--- src/hw/rtl/fdc_pkg.sv ---
// Package for the fan duty curve block: field widths, payload and register types,
// the controller/datapath command and status structs, and reset values.
// Depends on nothing.
`timescale 1ns / 1ps
`default_nettype none

package fdc_pkg;

  localparam int unsigned PWM_TOP_DEF = 320;

  localparam int unsigned TEMP_W   = 12;
  localparam int unsigned DEG_W    = 7;
  localparam int unsigned BAND_W   = 4;
  localparam int unsigned DUTY_W   = 7;
  localparam int unsigned CMP_W    = 9;
  localparam int unsigned TENTHS_W = 11;   // tenths of a degree, up to 1270
  localparam int unsigned NUM_W    = 17;   // tenths difference times 100
  localparam int unsigned QUO_W    = 7;    // interpolated duty, below 128

  localparam int unsigned APB_AW = 4;
  localparam int unsigned APB_DW = 32;

  // x/100 as (x/4)/25, with 1/25 taken as 20972 / 2^19
  localparam int unsigned RECIP_MUL   = 20972;
  localparam int unsigned RECIP_W     = 15;
  localparam int unsigned RECIP_SHIFT = 19;

  localparam logic [DEG_W-1:0]  START_RST = 7'd30;
  localparam logic [DEG_W-1:0]  END_RST   = 7'd50;
  localparam logic [BAND_W-1:0] BAND_RST  = 4'd3;

  localparam logic [DUTY_W-1:0] DUTY_ZERO = 7'd0;
  localparam logic [DUTY_W-1:0] DUTY_FULL = 7'd100;

  typedef struct packed {
    logic signed [TEMP_W-1:0] temp_sixteenths;
    logic                     sample_valid;
    logic                     in_startup;
  } in_t;

  typedef struct packed {
    logic [DUTY_W-1:0] duty_percent;
    logic [CMP_W-1:0]  compare_value;
  } out_t;

  typedef struct packed {
    logic [DEG_W-1:0]  start_temp;
    logic [DEG_W-1:0]  end_temp;
    logic [BAND_W-1:0] hysteresis_band;
  } cfg_t;

  typedef enum logic [1:0] {
    REG_START = 2'd0,
    REG_END   = 2'd1,
    REG_BAND  = 2'd2
  } reg_idx_t;

  typedef enum logic [1:0] {
    CLS_INTERP = 2'd0,
    CLS_ZERO   = 2'd1,
    CLS_FULL   = 2'd2,
    CLS_FORCE  = 2'd3
  } cls_t;

  typedef struct packed {
    logic load;
    logic prep;
    logic scale;
    logic div_step;
    logic hyst;
    logic mul;
    logic emit;
  } cmd_t;

  typedef struct packed {
    logic out_free;
  } sts_t;

endpackage

`default_nettype wire

--- src/hw/rtl/fdc_regs.sv ---
// Configuration registers behind the APB-style port: start, end and band.
// Depends on fdc_pkg.
`timescale 1ns / 1ps
`default_nettype none

module fdc_regs (
  input  wire logic                          clk,
  input  wire logic                          rst_n,
  input  wire logic                          psel,
  input  wire logic                          penable,
  input  wire logic                          pwrite,
  input  wire logic [fdc_pkg::APB_AW-1:0]    paddr,
  input  wire logic [fdc_pkg::APB_DW-1:0]    pwdata,
  output logic      [fdc_pkg::APB_DW-1:0]    prdata,
  output logic                               pready,
  output fdc_pkg::cfg_t                      cfg
);
  import fdc_pkg::*;

  cfg_t     cfg_r, cfg_nxt;
  logic     wr_en;
  reg_idx_t idx;

  assign pready = 1'b1;
  assign wr_en  = psel & penable & pwrite;
  assign idx    = reg_idx_t'(paddr[3:2]);
  assign cfg    = cfg_r;

  always_comb begin
    cfg_nxt = cfg_r;
    if (wr_en) begin
      unique case (idx)
        REG_START: cfg_nxt.start_temp      = pwdata[DEG_W-1:0];
        REG_END:   cfg_nxt.end_temp        = pwdata[DEG_W-1:0];
        REG_BAND:  cfg_nxt.hysteresis_band = pwdata[BAND_W-1:0];
        default:   cfg_nxt = cfg_r;
      endcase
    end
  end

  always_comb begin
    unique case (idx)
      REG_START: prdata = APB_DW'(cfg_r.start_temp);
      REG_END:   prdata = APB_DW'(cfg_r.end_temp);
      REG_BAND:  prdata = APB_DW'(cfg_r.hysteresis_band);
      default:   prdata = '0;
    endcase
  end

  always_ff @(posedge clk) begin
    if (!rst_n) begin
      cfg_r.start_temp      <= START_RST;
      cfg_r.end_temp        <= END_RST;
      cfg_r.hysteresis_band <= BAND_RST;
    end else begin
      cfg_r <= cfg_nxt;
    end
  end

endmodule

`default_nettype wire

--- src/hw/rtl/fdc_ctrl.sv ---
// Sequencing state machine: accept, classify, scale, divide, hysteresis, PWM scale, emit.
// Depends on fdc_pkg; drives the command struct into fdc_dp.
`timescale 1ns / 1ps
`default_nettype none

module fdc_ctrl (
  input  wire logic          clk,
  input  wire logic          rst_n,
  input  wire logic          in_valid,
  output logic               in_stall,
  input  fdc_pkg::sts_t      sts,
  output fdc_pkg::cmd_t      cmd
);
  import fdc_pkg::*;

  localparam int unsigned       CNT_W    = $clog2(QUO_W);
  localparam logic [CNT_W-1:0]  DIV_LAST = CNT_W'(QUO_W - 1);

  typedef enum logic [6:0] {
    ST_IDLE  = 7'b0000001,
    ST_PREP  = 7'b0000010,
    ST_SCALE = 7'b0000100,
    ST_DIV   = 7'b0001000,
    ST_HYST  = 7'b0010000,
    ST_MUL   = 7'b0100000,
    ST_EMIT  = 7'b1000000
  } state_t;

  state_t           state_r, state_nxt;
  logic [CNT_W-1:0] cnt_r, cnt_nxt;

  assign in_stall = (state_r != ST_IDLE);

  always_comb begin
    state_nxt = state_r;
    cnt_nxt   = cnt_r;
    cmd       = '0;
    unique case (state_r)
      ST_IDLE: begin
        if (in_valid) begin
          cmd.load  = 1'b1;
          state_nxt = ST_PREP;
        end
      end
      ST_PREP: begin
        cmd.prep  = 1'b1;
        state_nxt = ST_SCALE;
      end
      ST_SCALE: begin
        cmd.scale = 1'b1;
        cnt_nxt   = '0;
        state_nxt = ST_DIV;
      end
      ST_DIV: begin
        cmd.div_step = 1'b1;
        if (cnt_r == DIV_LAST) begin
          cnt_nxt   = '0;
          state_nxt = ST_HYST;
        end else begin
          cnt_nxt = cnt_r + 1'b1;
        end
      end
      ST_HYST: begin
        cmd.hyst  = 1'b1;
        state_nxt = ST_MUL;
      end
      ST_MUL: begin
        cmd.mul   = 1'b1;
        state_nxt = ST_EMIT;
      end
      ST_EMIT: begin
        // hold until the output register can take the item
        if (sts.out_free) begin
          cmd.emit  = 1'b1;
          state_nxt = ST_IDLE;
        end
      end
      default: state_nxt = ST_IDLE;
    endcase
  end

  always_ff @(posedge clk) begin
    if (!rst_n) begin
      state_r <= ST_IDLE;
      cnt_r   <= '0;
    end else begin
      state_r <= state_nxt;
      cnt_r   <= cnt_nxt;
    end
  end

`ifndef ASSERT_OFF
  a_cnt_idle: assert property (@(posedge clk) disable iff (!rst_n)
    (state_r != ST_DIV) |-> (cnt_r == '0))
    else $error("divider step count not parked outside the divide phase");
`endif

endmodule

`default_nettype wire

--- src/hw/rtl/fdc_dp.sv ---
// Datapath: sample registers, curve classification, restoring divider,
// hysteresis state, PWM compare scaling and the output register. Depends on fdc_pkg.
`timescale 1ns / 1ps
`default_nettype none

module fdc_dp #(
  parameter int unsigned PWM_TOP = fdc_pkg::PWM_TOP_DEF
) (
  input  wire logic          clk,
  input  wire logic          rst_n,
  input  fdc_pkg::in_t       in_data,
  input  fdc_pkg::cfg_t      cfg,
  input  fdc_pkg::cmd_t      cmd,
  output fdc_pkg::sts_t      sts,
  output logic               out_valid,
  input  wire logic          out_stall,
  output fdc_pkg::out_t      out_data
);
  import fdc_pkg::*;

  localparam int unsigned PROD_W = $clog2(100 * PWM_TOP + 1);
  localparam int unsigned Y_W    = PROD_W - 2;
  localparam int unsigned SC_W   = (Y_W + RECIP_W > RECIP_SHIFT + CMP_W) ?
                                   Y_W + RECIP_W : RECIP_SHIFT + CMP_W;

  logic signed [TEMP_W-1:0] t_r, t_nxt;
  logic                     force_r, force_nxt;
  cls_t                     cls_r, cls_nxt;
  logic [TENTHS_W-1:0]      dif_r, dif_nxt;
  logic [TENTHS_W-1:0]      den_r, den_nxt;
  logic [NUM_W-1:0]         rem_r, rem_nxt;
  logic [NUM_W-1:0]         dsr_r, dsr_nxt;
  logic [QUO_W-1:0]         quo_r, quo_nxt;
  logic [DUTY_W-1:0]        duty_r, duty_nxt;
  logic [DUTY_W-1:0]        held_r, held_nxt;
  logic [PROD_W-1:0]        prod_r, prod_nxt;
  logic                     out_valid_r, out_valid_nxt;
  out_t                     out_data_r, out_data_nxt;

  logic signed [TEMP_W-1:0] lo_s, hi_s;
  logic [14:0]              t_x10;
  logic [TENTHS_W-1:0]      t10, start10, end10;
  logic                     ge;
  logic [DUTY_W-1:0]        cand, diff;
  logic [Y_W-1:0]           y;
  logic [SC_W-1:0]          scaled;

  assign sts.out_free = !out_valid_r || !out_stall;
  assign out_valid    = out_valid_r;
  assign out_data     = out_data_r;

  // curve bounds in sixteenths, and the sample in tenths (sample is positive when used)
  assign lo_s    = $signed({1'b0, cfg.start_temp, 4'b0000});
  assign hi_s    = $signed({1'b0, cfg.end_temp, 4'b0000});
  assign t_x10   = 15'({t_r[10:0], 3'b000}) + 15'({t_r[10:0], 1'b0});
  assign t10     = t_x10[14:4];
  assign start10 = TENTHS_W'({cfg.start_temp, 3'b000}) + TENTHS_W'({cfg.start_temp, 1'b0});
  assign end10   = TENTHS_W'({cfg.end_temp, 3'b000}) + TENTHS_W'({cfg.end_temp, 1'b0});

  assign ge = (rem_r >= dsr_r);

  assign diff = (cand >= held_r) ? (cand - held_r) : (held_r - cand);

  assign y      = prod_r[PROD_W-1:2];
  assign scaled = SC_W'(y) * SC_W'(RECIP_MUL);

  always_comb begin
    unique case (cls_r)
      CLS_ZERO:   cand = DUTY_ZERO;
      CLS_FULL:   cand = DUTY_FULL;
      CLS_FORCE:  cand = DUTY_FULL;
      CLS_INTERP: cand = quo_r;
      default:    cand = DUTY_FULL;
    endcase
  end

  always_comb begin
    t_nxt         = t_r;
    force_nxt     = force_r;
    cls_nxt       = cls_r;
    dif_nxt       = dif_r;
    den_nxt       = den_r;
    rem_nxt       = rem_r;
    dsr_nxt       = dsr_r;
    quo_nxt       = quo_r;
    duty_nxt      = duty_r;
    held_nxt      = held_r;
    prod_nxt      = prod_r;
    out_data_nxt  = out_data_r;
    out_valid_nxt = out_stall ? out_valid_r : 1'b0;

    if (cmd.load) begin
      t_nxt     = in_data.temp_sixteenths;
      force_nxt = !in_data.sample_valid || in_data.in_startup;
    end

    if (cmd.prep) begin
      priority if (force_r)      cls_nxt = CLS_FORCE;
      else if (t_r <= lo_s)      cls_nxt = CLS_ZERO;
      else if (t_r >= hi_s)      cls_nxt = CLS_FULL;
      else                       cls_nxt = CLS_INTERP;
      dif_nxt = t10 - start10;
      den_nxt = end10 - start10;
    end

    if (cmd.scale) begin
      rem_nxt = NUM_W'({dif_r, 6'b0}) + NUM_W'({dif_r, 5'b0}) + NUM_W'({dif_r, 2'b0});
      dsr_nxt = NUM_W'({den_r, 6'b0});
      quo_nxt = '0;
    end

    // one quotient bit per step, divisor walks right
    if (cmd.div_step) begin
      if (ge) begin
        rem_nxt = rem_r - dsr_r;
      end
      quo_nxt = {quo_r[QUO_W-2:0], ge};
      dsr_nxt = dsr_r >> 1;
    end

    if (cmd.hyst) begin
      priority if (cls_r == CLS_FORCE) begin
        duty_nxt = DUTY_FULL;
      end else if (cand == DUTY_ZERO || cand == DUTY_FULL) begin
        duty_nxt = cand;
      end else if (diff < DUTY_W'(cfg.hysteresis_band)) begin
        duty_nxt = held_r;
      end else begin
        duty_nxt = cand;
        held_nxt = cand;
      end
    end

    if (cmd.mul) begin
      prod_nxt = PROD_W'(duty_r) * PROD_W'(PWM_TOP);
    end

    if (cmd.emit) begin
      out_valid_nxt              = 1'b1;
      out_data_nxt.duty_percent  = duty_r;
      out_data_nxt.compare_value = scaled[RECIP_SHIFT +: CMP_W];
    end
  end

  always_ff @(posedge clk) begin
    t_r        <= t_nxt;
    force_r    <= force_nxt;
    cls_r      <= cls_nxt;
    dif_r      <= dif_nxt;
    den_r      <= den_nxt;
    rem_r      <= rem_nxt;
    dsr_r      <= dsr_nxt;
    quo_r      <= quo_nxt;
    duty_r     <= duty_nxt;
    prod_r     <= prod_nxt;
    out_data_r <= out_data_nxt;
  end

  always_ff @(posedge clk) begin
    if (!rst_n) begin
      held_r      <= '0;
      out_valid_r <= 1'b0;
    end else begin
      held_r      <= held_nxt;
      out_valid_r <= out_valid_nxt;
    end
  end

`ifndef ASSERT_OFF
  a_held_range: assert property (@(posedge clk) disable iff (!rst_n)
    held_r <= 7'd99)
    else $error("held duty outside the interpolated range");

  a_quo_range: assert property (@(posedge clk) disable iff (!rst_n)
    (cmd.hyst && cls_r == CLS_INTERP) |-> (quo_r < DUTY_FULL))
    else $error("interpolated duty out of range after division");

  a_emit_out: assert property (@(posedge clk) disable iff (!rst_n)
    cmd.emit |=> (out_valid_r && out_data_r.duty_percent <= DUTY_FULL))
    else $error("emitted item missing or duty above full scale");
`endif

endmodule

`default_nettype wire

--- src/hw/rtl/fan_duty_curve_with_hysteresis.sv ---
// Fan duty curve block, top level: joins registers, controller and datapath.
// Depends on fdc_pkg, fdc_regs, fdc_ctrl and fdc_dp.
//
// Each temperature sample (signed 1/16 degree) gives one item: the fan duty in
// percent and the PWM compare value duty*PWM_TOP/100. An invalid sample or the
// start-up flag forces full duty without touching the held duty. Otherwise the
// duty is 0 at or below start_temp, 100 at or above end_temp, and a truncated
// linear interpolation on tenths of a degree in between, filtered by a
// hysteresis band that keeps the held duty on small changes. An item passes
// through the seven-step restoring divider on its way to the output register;
// the next sample is taken the cycle after the result is registered, while that
// result may still wait on out_stall, so no new sample is taken while an item is
// still on its way to the output register. Configuration registers: start_temp
// at 0x0, end_temp at 0x4, hysteresis_band at 0x8.
`timescale 1ns / 1ps
`default_nettype none

module fan_duty_curve_with_hysteresis #(
  parameter int unsigned PWM_TOP = fdc_pkg::PWM_TOP_DEF
) (
  input  wire logic                        clk,
  input  wire logic                        rst_n,
  input  wire logic                        in_valid,
  output logic                             in_stall,
  input  fdc_pkg::in_t                     in_data,
  output logic                             out_valid,
  input  wire logic                        out_stall,
  output fdc_pkg::out_t                    out_data,
  input  wire logic                        psel,
  input  wire logic                        penable,
  input  wire logic                        pwrite,
  input  wire logic [fdc_pkg::APB_AW-1:0]  paddr,
  input  wire logic [fdc_pkg::APB_DW-1:0]  pwdata,
  output logic      [fdc_pkg::APB_DW-1:0]  prdata,
  output logic                             pready
);
  import fdc_pkg::*;

  cfg_t cfg;
  cmd_t cmd;
  sts_t sts;

  fdc_regs u_regs (
    .clk     (clk),
    .rst_n   (rst_n),
    .psel    (psel),
    .penable (penable),
    .pwrite  (pwrite),
    .paddr   (paddr),
    .pwdata  (pwdata),
    .prdata  (prdata),
    .pready  (pready),
    .cfg     (cfg)
  );

  fdc_ctrl u_ctrl (
    .clk      (clk),
    .rst_n    (rst_n),
    .in_valid (in_valid),
    .in_stall (in_stall),
    .sts      (sts),
    .cmd      (cmd)
  );

  fdc_dp #(
    .PWM_TOP (PWM_TOP)
  ) u_dp (
    .clk       (clk),
    .rst_n     (rst_n),
    .in_data   (in_data),
    .cfg       (cfg),
    .cmd       (cmd),
    .sts       (sts),
    .out_valid (out_valid),
    .out_stall (out_stall),
    .out_data  (out_data)
  );

endmodule

`default_nettype wire

--- config.mk ---
export PLATFORM = sky130hd
export DESIGN_NAME = fan_duty_curve_with_hysteresis
export DESIGN_NICKNAME = d
export VERILOG_FILES = /design/src/hw/rtl/fdc_pkg.sv /design/src/hw/rtl/fdc_regs.sv /design/src/hw/rtl/fdc_ctrl.sv /design/src/hw/rtl/fdc_dp.sv /design/src/hw/rtl/fan_duty_curve_with_hysteresis.sv
export SDC_FILE = /design/constraint.sdc
export NUM_CORES = 1
export LEC_CHECK = 0
export ABC_AREA = 1
export BUFFER_PORTS_ARGS = -buffer_cell sky130_fd_sc_hd__buf_4
export CAP_MARGIN = 20
export CORE_MARGIN = 5
export CORE_UTILIZATION = 41
export CTS_CLUSTER_SIZE = 20
export DETAILED_ROUTE_END_ITERATION = 7
export PLACE_DENSITY = 0.69
export SYNTH_ARGS = -nofsm -noshare
export SYNTH_HDL_FRONTEND = slang
export SYNTH_HIERARCHICAL = 1
export SYNTH_SLANG_ARGS = --single-unit
--- constraint.sdc ---
create_clock -name clk -period 8.2 [get_ports clk]
set_clock_uncertainty 0.15 [all_clocks]
set_input_delay 2.46 -clock clk [delete_from_list [all_inputs] [get_ports clk]]
set_output_delay 2.46 -clock clk [all_outputs]
set_load 0.05 [all_outputs]
==> metrics, run 1 <==
status=finished clean; actual slew at the worst max-slew pin=between 900 and 1000 ps; CTS tree=done; met3 capacity usage during global routing=under 10%; Async SR Flop Fraction=0%; GP Congestion=0.9016; Hold Crit Class=reg -> reg; Iteration-0 DRC Markers=433; I/O pin cnt=approximately 110; Post-synth EDFFs=91; worst rel slew slack=36.52%; vias post-DR=9,661; fmax=0.1603 GHz; sequential-to-total area share from yosys stat=31.05%; pre-CTS WS=a little under 2000 ps; Distinct cells, synth=50; ANT cells=0; drt drc=0; worst setup path endpoint=prdata[4]; RR Endpoint=u_dp/out_data[4]$_DFFE_PP_; via density per instance=4.965; Yosys reg bits=145; Final Critical Period=6238 ps; max_cap viols=0; buffers and inverters on the worst path=2; CP peak stage delay=550 ps; CP max stage cell=nor2_1; row count=63; GR Util met2=27.03%; Total Wirelength=between 20 and 30 mm; Std-Cell Core Area=29,640 um^2; Resized cells post-CTS=0; crit start category=input port; HPWL Detailed=20.73 mm; Die Y=183.1 um; R2R setup slack=around 3800 ps; crit path kind=in -> out; CTS clk-pin slew, worst paths=60 ps; GR Util met1=19.62%; wire length per cell=13.00 um; Slew Limit Fails=0; critical path required time=5590 ps; fin crit share=76.08%; setup total negative slack=0 ps; PwrDens=183.3 nW/um^2; top_reg_cell synth=edfxtp_1; Design Area, Final=13,560 um^2; CP startpoint=paddr[3]; Fillers=2,919; final core occ=45.74%; Setup WS post-layout=1962 ps; Area growth syn-to-layout=10.36%; most used cell, CP=buf_4; netlist area before placement=12,280 um^2; Clock Path Buffers=2; Mapped Avg Cell Area=about 8.3 um^2; Tot GR Track Use=15.42%; total grt overflow=0; CP top delay family=simple AND/OR/NAND/NOR gates; number of cells on the critical path=4; largest net degree at the start of global routing=29; Reg area=3814 um^2; RSZ-0062 raised after global routing=no; Worst EP arrival=3630 ps; maximum vdd drop=~0.1 mV; cts hold-fix bufs=0; global-route wire length before repair=between 40 and 50 mm; Critical Path End Type=primary output; hold path start=u_dp/rem_r[0]$_DFF_P_; clock root cell=clkbuf_16; R2R depth=15; Pre-antenna DRT Iters=4; total CTS buffers=17; # H-tree levels=4; footprint of the multi-input gates=7321 um^2; postcts setup bufs=0; Critical R2R Launch=u_dp/prod_r[9]$_DFFE_PP_; Worst Path Max Fanout=11; GRT Max-Usage Layer=met2; Yosys warning total=6; vias in the first global route=9,468; share of layout cells above drive strength 1=9.190%; layout net count=about 1,800; worst-skew pair later-pin latency=420 ps; Initial Util=between 40% and 50%; DRT antenna net count=0; IO buf count=54; Cell Chain, Critical Path=buf_4, nor2_1, a22o_1, buf_4; initial antenna violation count=0; final setup vio count=0; die width=approximately 180 um; Clock Sinks=145; die area=33,520 um^2; leakage=roughly 6.7 nW; Fin. Hold Viols=0; Area after DPL=roughly 13,000 um^2; cells after synthesis=1,483
report_power, final:
group | switching, mW | total (mW) | internal [mW] | leakage (nW)
sequential | 0.0477 | 0.904 | 0.857 | 1.26
clock | 0.315 | 0.722 | 0.406 | 0.263
combinational | 0.529 | 0.859 | 0.331 | 5.21
kinds of logic after synthesis:
logic type	synth area share, %
and+or+nand+nor	19.97
buffers and inverters	10.09
muxes	0.08149
other	0.06114
AOI/OAI and AO/OA	10.04
DFF	31.05
xor gates and xnor gates	4.420
adders and majority gates	24.28
synthesized netlist by cell type, types with 5 or more instances:
cell	instances	area, um^2
o21bai_1	9	67.56
fa_1	49	980.9
xnor2_1	18	157.7
nor2_1	85	319.1
nand3_2	5	50.05
ha_1	160	2002
nor3_1	18	90.09
clkbuf_1	6	22.52
nor2_4	6	67.56
a21o_1	9	67.56
inv_2	9	33.78
o211ai_1	6	45.04
inv_1	243	912.1
nor2_2	5	31.28
dfxtp_1	54	1081
edfxtp_1	91	2733
buf_4	26	195.2
xor2_1	44	385.4
nand2_2	13	81.33
nand2_1	300	1126
or2_2	7	43.79
nand4_1	24	150.1
buf_6	5	56.30
a31oi_1	6	37.54
a21oi_1	96	480.5
nand3_1	82	410.4
o21ai_0	64	320.3
tightest hold or removal path: stages, from the launching register on:
cell	delay (ps)
dfxtp_1	330
nand3_1	70
o21ai_0	60
flip-flops by register name (all words and copies together) (netlist names):
register / count
u_regs/cfg: 18
u_dp/dsr_r: 17
u_dp/rem_r: 17
u_dp/out_data: 16
u_dp/t_r: 12
u_dp/dif_r: 11
u_dp/den_r: 10
u_dp/prod_r: 9
u_ctrl/state_r: 7
u_dp/duty_r: 7
u_dp/held_r: 7
u_dp/quo_r: 7
u_ctrl/cnt_r: 3
u_dp/cls_r: 2
u_dp/force_r: 1
u_dp/out_valid: 1
stage by stage:
| step | hold WS, ps | cells | total power, mW |
|---|---|---|---|
| 2_1_floorplan | 298.4 | 1507 | 1.601 |
| 3_3_place_gp | 318.6 | 1914 | 1.753 |
| 3_5_place_dp | 324.1 | 1914 | 1.774 |
| 4_1_cts | 340.8 | 1946 | 2.507 |
| 5_1_grt | 367.6 | 1946 | 2.679 |
| 6_report | 337.9 | 1946 | 2.485 |
worst min-delay path by stage:
| stage | to | slack, ps | depth (start not counted) |
|---|---|---|---|
| 6_report | u_dp/rem_r[0]$_DFF_P_ | 340 | 2 |
| 5_1_grt | u_dp/dsr_r[16]$_SDFFE_PP0P_ | 370 | 2 |
| 2_1_floorplan | u_dp/dsr_r[16]$_SDFFE_PP0P_ | 300 | 2 |
| 3_5_place_dp | u_dp/rem_r[0]$_DFF_P_ | 320 | 2 |
| 4_1_cts | u_dp/dsr_r[16]$_SDFFE_PP0P_ | 340 | 2 |
| 3_3_place_gp | u_dp/rem_r[0]$_DFF_P_ | 320 | 2 |
metal layers:
| metal | routed length [um] | part of all wire [%] |
|---|---|---|
| met1 | 11390 | 45 |
| met2 | 12410 | 49 |
| met3 | 1023 | 4.0 |
| met4 | 476 | 1.9 |
| met5 | 0 | 0 |
area by class of cell:
cell class                      count  share of cell area (%)
Sequential cell                   145                   28.13
Clock buffer                       19                   3.341
Timing Repair Buffer               58                   3.212
Inverter                          252                   6.977
Clock inverter                     13                  0.7383
Multi-Input combinational cell   1069                   54.00
Tap cell                          390                   3.599
placed cells by master, fill, tap and decap left out, types with 7 or more instances in the layout:
cell and instances:
nand4_1 24, nand2_1 300, a21oi_1 96, inv_2 9
fa_1 49, nor3_1 18, ha_1 160, edfxtp_1 91
buf_4 58, xor2_1 44, clkbuf_16 17, nand3_1 82
or2_2 7, o21ai_0 64, conb_1 26, nand2_2 13
xnor2_1 18, nor2_1 85, dfxtp_1 54, o21bai_1 9
a21o_1 9, inv_1 243
(Power assumes the default switching activity.)
==> inputs of run 2 (changes only) <==
==> constraint.sdc (replaced) <==
create_clock -name clk -period 6.2 [get_ports clk]
set_clock_uncertainty 0.15 [all_clocks]
set_input_delay 1.86 -clock clk [delete_from_list [all_inputs] [get_ports clk]]
set_output_delay 1.86 -clock clk [all_outputs]
set_load 0.05 [all_outputs]
==> metrics, run 2 (synthesis results as in run 1) <==
Slew Limit Fails=0; critical path required time=4190 ps; drt drc=0; Critical R2R Launch=u_dp/cls_r[1]$_SDFFCE_PP1P_; crit start category=input port; clock root cell=clkbuf_16; status=finished clean; Total Wirelength=25.69 mm; vias post-DR=9,628; largest net degree at the start of global routing=29; wire length per cell=13.21 um; total grt overflow=0; PwrDens=243.9 nW/um^2; via density per instance=4.950; max_cap viols=0; CTS clk-pin slew, worst paths=60 ps; actual slew at the worst max-slew pin=961.1 ps; row count=63; commonest non-fill, non-tap cell in the layout=nand2_1; GP Congestion=0.8839; Hold Crit Class=reg -> reg; fin crit share=80.93%; Iteration-0 DRC Markers=roughly 550; setup total negative slack=0 ps; layout net count=around 1,800; Critical Path End Type=primary output; max reg flops=18; global-route wire length before repair=around 44 mm; Resized cells post-CTS=0; postcts setup bufs=0; IO buf count=54; maximum vdd drop=0.1683 mV; die width=183.1 um; Initial Util=41.45%; final core occ=approximately 46%; CTS tree=done; # H-tree levels=4; Std-Cell Core Area=approximately 30,000 um^2; share of layout cells above drive strength 1=9.003%; Fin. Hold Viols=0; Final Critical Period=5018 ps; Area after DPL=13,000 um^2; Clock Path Buffers=2; crit path kind=in -> out; vias in the first global route=~9,500; worst-skew pair later-pin latency=430 ps; CP startpoint=paddr[3]; total CTS buffers=17; Worst EP arrival=approximately 3000 ps; Die Y=183.1 um; Worst Path Max Fanout=11; Design Area, Final=13,560 um^2; I/O pin cnt=~110; final setup vio count=0; leakage=a little under 7 nW; Total Power=3.307 mW; initial antenna violation count=0; Pre-antenna DRT Iters=5; worst rel slew slack=35.77%; cts hold-fix bufs=0; ANT cells=0; Clock Sinks=roughly 150; worst hold slack=331.5 ps; Area growth syn-to-layout=10.36%; hold path start=u_dp/out_valid$_SDFFE_PN0P_; RSZ-0062 raised after global routing=no; fmax=0.1993 GHz; die area=33,520 um^2; HPWL Detailed=21.00 mm; most frequent cells in the layout=nand2_1 (300), inv_1 (243), ha_1 (160); DRT antenna net count=0; Tot GR Track Use=about 16%
## run 2: changes by cell type in the layout (fill, tap and decap cells not counted)
| cell | previous run | this run |
|---|---|---|
| inv_6 | 5 | 4 |
| clkbuf_8 | 2 | 0 |
| clkinvlp_2 | 2 | 1 |
| clkbuf_1 | 0 | 1 |
| clkinv_1 | 0 | 1 |
| bufinv_16 | 0 | 1 |
| buf_4 | 58 | 57 |
| inv_8 | 0 | 1 |
## run 2: per-layer routing
layer / global-route usage, % / vias up / share of wire (%)
li1: - / 4953 / -
met1: 19.67 / 4451 / 45
met2: 27.55 / 196 / 50
met3: 2.797 / 28 / 3.7
met4: 4.201 / 0 / 1.6
met5: 0 / - / 0
## run 2: final timing paths
kind / endpoint / slack [ps] / depth (start not counted)
worst max register to register: u_dp/duty_r[6]$_SDFFCE_PN1P_ / 1710 / 19
worst max-delay path: prdata[5] / 1180 / 4
worst min-delay path: u_dp/out_valid$_SDFFE_PN0P_ / 330 / 2
worst min register to register: u_dp/out_valid$_SDFFE_PN0P_ / 330 / 2
## run 2: metrics by stage
step	std cells	worst slack (ps)
floorplan	1507	1611
global placement	1913	1209
detailed placement	1913	1209
CTS	1945	1211
global route	1945	1097
finish	1945	1182
## run 2: where the power goes
| group | internal [mW] | switching (mW) | leakage (nW) |
|---|---|---|---|
| combinational | 0.437 | 0.694 | 5.20 |
| clock | 0.557 | 0.423 | 0.267 |
| sequential | 1.13 | 0.0627 | 1.26 |
| total | 2.13 | 1.18 | 6.72 |
## run 2: layout make-up
| type | count | area, um^2 |
|---|---|---|
| fill | 2927 | 16080 |
| multi-input combinational | 1069 | 7321 |
| sequential | 145 | 3814 |
| inverter | 252 | 945.9 |
| tap | 390 | 488.0 |
| clock buffer | 18 | 429.2 |
| timing repair buffer | 57 | 427.9 |
| clock inverter | 14 | 131.4 |
## run 2: critical path, stage by stage
cell	delay (ps)
buf_4	130
nor2_1	550
a22o_1	270
buf_4	200
==> inputs of run 3 (changes only) <==
--- a/config.mk
+++ b/config.mk
@@ -12,7 +12,7 @@
 export CORE_UTILIZATION = 41
 export CTS_CLUSTER_SIZE = 20
 export DETAILED_ROUTE_END_ITERATION = 7
-export PLACE_DENSITY = 0.69
+export PLACE_DENSITY = 0.72
 export SYNTH_ARGS = -nofsm -noshare
 export SYNTH_HDL_FRONTEND = slang
 export SYNTH_HIERARCHICAL = 1
==> constraint.sdc (replaced) <==
create_clock -name clk -period 4.6 [get_ports clk]
set_clock_uncertainty 0.15 [all_clocks]
set_input_delay 1.38 -clock clk [delete_from_list [all_inputs] [get_ports clk]]
set_output_delay 1.38 -clock clk [all_outputs]
set_load 0.05 [all_outputs]
==> metrics, run 3 (synthesis results as in run 1) <==
Total Wirelength=25.90 mm; Area growth syn-to-layout=10.89%; Tot GR Track Use=15.52%; status=finished clean; share of layout cells above drive strength 1=9.289%; Hold Crit Class=reg -> reg; Critical R2R Launch=u_dp/prod_r[12]$_DFFE_PP_; actual slew at the worst max-slew pin=938.3 ps; Die Y=183.1 um; P_int=2.926 mW; CTS clk-pin slew, worst paths=60 ps; die area=33,520 um^2; largest net degree at the start of global routing=29; Std-Cell Core Area=29,640 um^2; worst hold slack=338.7 ps; clock network fraction of design power=a little under a third; PwrDens=331.6 nW/um^2; switch share=between 30% and 40%; total grt overflow=0; placed cells=1,919; CP peak stage delay=about 640 ps; fin crit share=94.26%; IO buf count=54; Non-Filler Instances=about 2,000; Pre-antenna DRT Iters=6; Setup WS post-layout=264.3 ps; ANT cells=0; crit start category=flip-flop; Fillers=2,855; I/O pin cnt=108; clock root cell=clkbuf_16; fmax=0.2306 GHz; worst-skew pair later-pin latency=around 410 ps; layout net count=~1,800; sw power=1.591 mW; worst rel slew slack=37.29%; max_cap viols=0; CP max stage cell=fa_1; Resized cells post-CTS=0; initial antenna violation count=0; DRT antenna net count=0; footprint of the multi-input gates=around 7300 um^2; Initial Util=between 40% and 50%; cts hold-fix bufs=0; wire length per cell=~13 um; maximum vdd drop=about 0.22 mV; total CTS buffers=17; most frequent cells in the layout=nand2_1 (300), inv_1 (243), ha_1 (160); max reg flops=18; Critical Path End Type=flip-flop; crit path kind=reg -> reg; Final Critical Period=4336 ps; final setup vio count=0; RSZ-0062 raised after global routing=no; Sequential Power Share=35.7%; vias post-DR=just under 10,000; vias in the first global route=9,574; setup total negative slack=0 ps; Combinational Power Share=34.0%; buffers and inverters on the worst path=0; row count=63; Worst EP arrival=~4400 ps; Iteration-0 DRC Markers=528; drt drc=0; leakage=6.760 nW; commonest non-fill, non-tap cell in the layout=nand2_1; CP top delay family=adder cells; GP Congestion=0.9080; Cell Chain, Critical Path=fa_1, fa_1, fa_1, fa_1, ha_1, a21oi_1, a21boi_0, nand2_1, a31o_2, nand3_1, nand2_1, nand2_1, nand2_1; hold path start=u_regs/cfg[0]$_SDFFE_PN1P_; Reg area=3814 um^2; via density per instance=4.952; CP startpoint=u_dp/prod_r[12]$_DFFE_PP_; CTS tree=done; pre-CTS WS=283.4 ps; Slew Limit Fails=0; Clock Path Buffers=2; global-route wire length before repair=43.65 mm; # H-tree levels=4; Worst Path Max Fanout=6; HPWL Detailed=between 20 and 25 mm; postcts setup bufs=0; die width=roughly 180 um; Clock Sinks=145; Fin. Hold Viols=0; critical path required time=4620 ps
## run 3: changes by cell type in the layout (fill, tap and decap cells not counted)
cell | before | now
clkinv_4 | 3 | 2
buf_4 | 57 | 63
inv_6 | 4 | 5
clkinvlp_2 | 1 | 0
clkinv_1 | 1 | 2
inv_8 | 1 | 0
bufinv_16 | 1 | 2
clkinv_2 | 1 | 0
clkinvlp_4 | 2 | 3
## run 3: area by class of cell
class,count,share of cell area (%)
multi-input combinational,1069,53.74
sequential,145,28.00
inverter,252,6.944
tap,390,3.582
timing repair buffer,63,3.472
clock buffer,18,3.151
clock inverter,14,1.111
## run 3: power groups by stage
| stage | sequential [mW] | clock [mW] | combinational (mW) |
|---|---|---|---|
| floorplan | 1.61 | 0 | 1.24 |
| global placement | 1.64 | 0 | 1.48 |
| detailed placement | 1.64 | 0 | 1.53 |
| CTS | 1.61 | 1.40 | 1.53 |
| global route | 1.62 | 1.46 | 1.76 |
| finish | 1.61 | 1.37 | 1.54 |
## run 3: routing by layer
layer | vias up | global-route usage [%] | wire length [um]
li1 | 4971 | - | -
met1 | 4452 | 19.19 | 11560
met2 | 198 | 27.81 | 12750
met3 | 40 | 2.380 | 894
met4 | 0 | 4.976 | 693
met5 | - | 0 | 0
## run 3: worst paths after layout
path	slack, ps	depth (start not counted)	to
max	260	13	u_dp/out_data[2]$_DFFE_PP_
min reg2reg	340	2	u_regs/cfg[0]$_SDFFE_PN1P_
min	340	2	u_regs/cfg[0]$_SDFFE_PN1P_
max reg2reg	260	13	u_dp/out_data[2]$_DFFE_PP_
## run 3: metrics by stage
step | area [um^2] | total power [mW] | util (%)
floorplan | 12370 | 2.854 | -
global placement | 13040 | 3.119 | 44.00
detailed placement | 13040 | 3.164 | 44.00
CTS | 13620 | 4.547 | 45.96
global route | 13620 | 4.840 | 45.96
finish | 13620 | 4.516 | 45.96
## run 3: tightest hold or removal path, stage by stage (launching register included)
cell and delay [ps]:
dfxtp_1 330, nand2_1 60, nand3_1 50
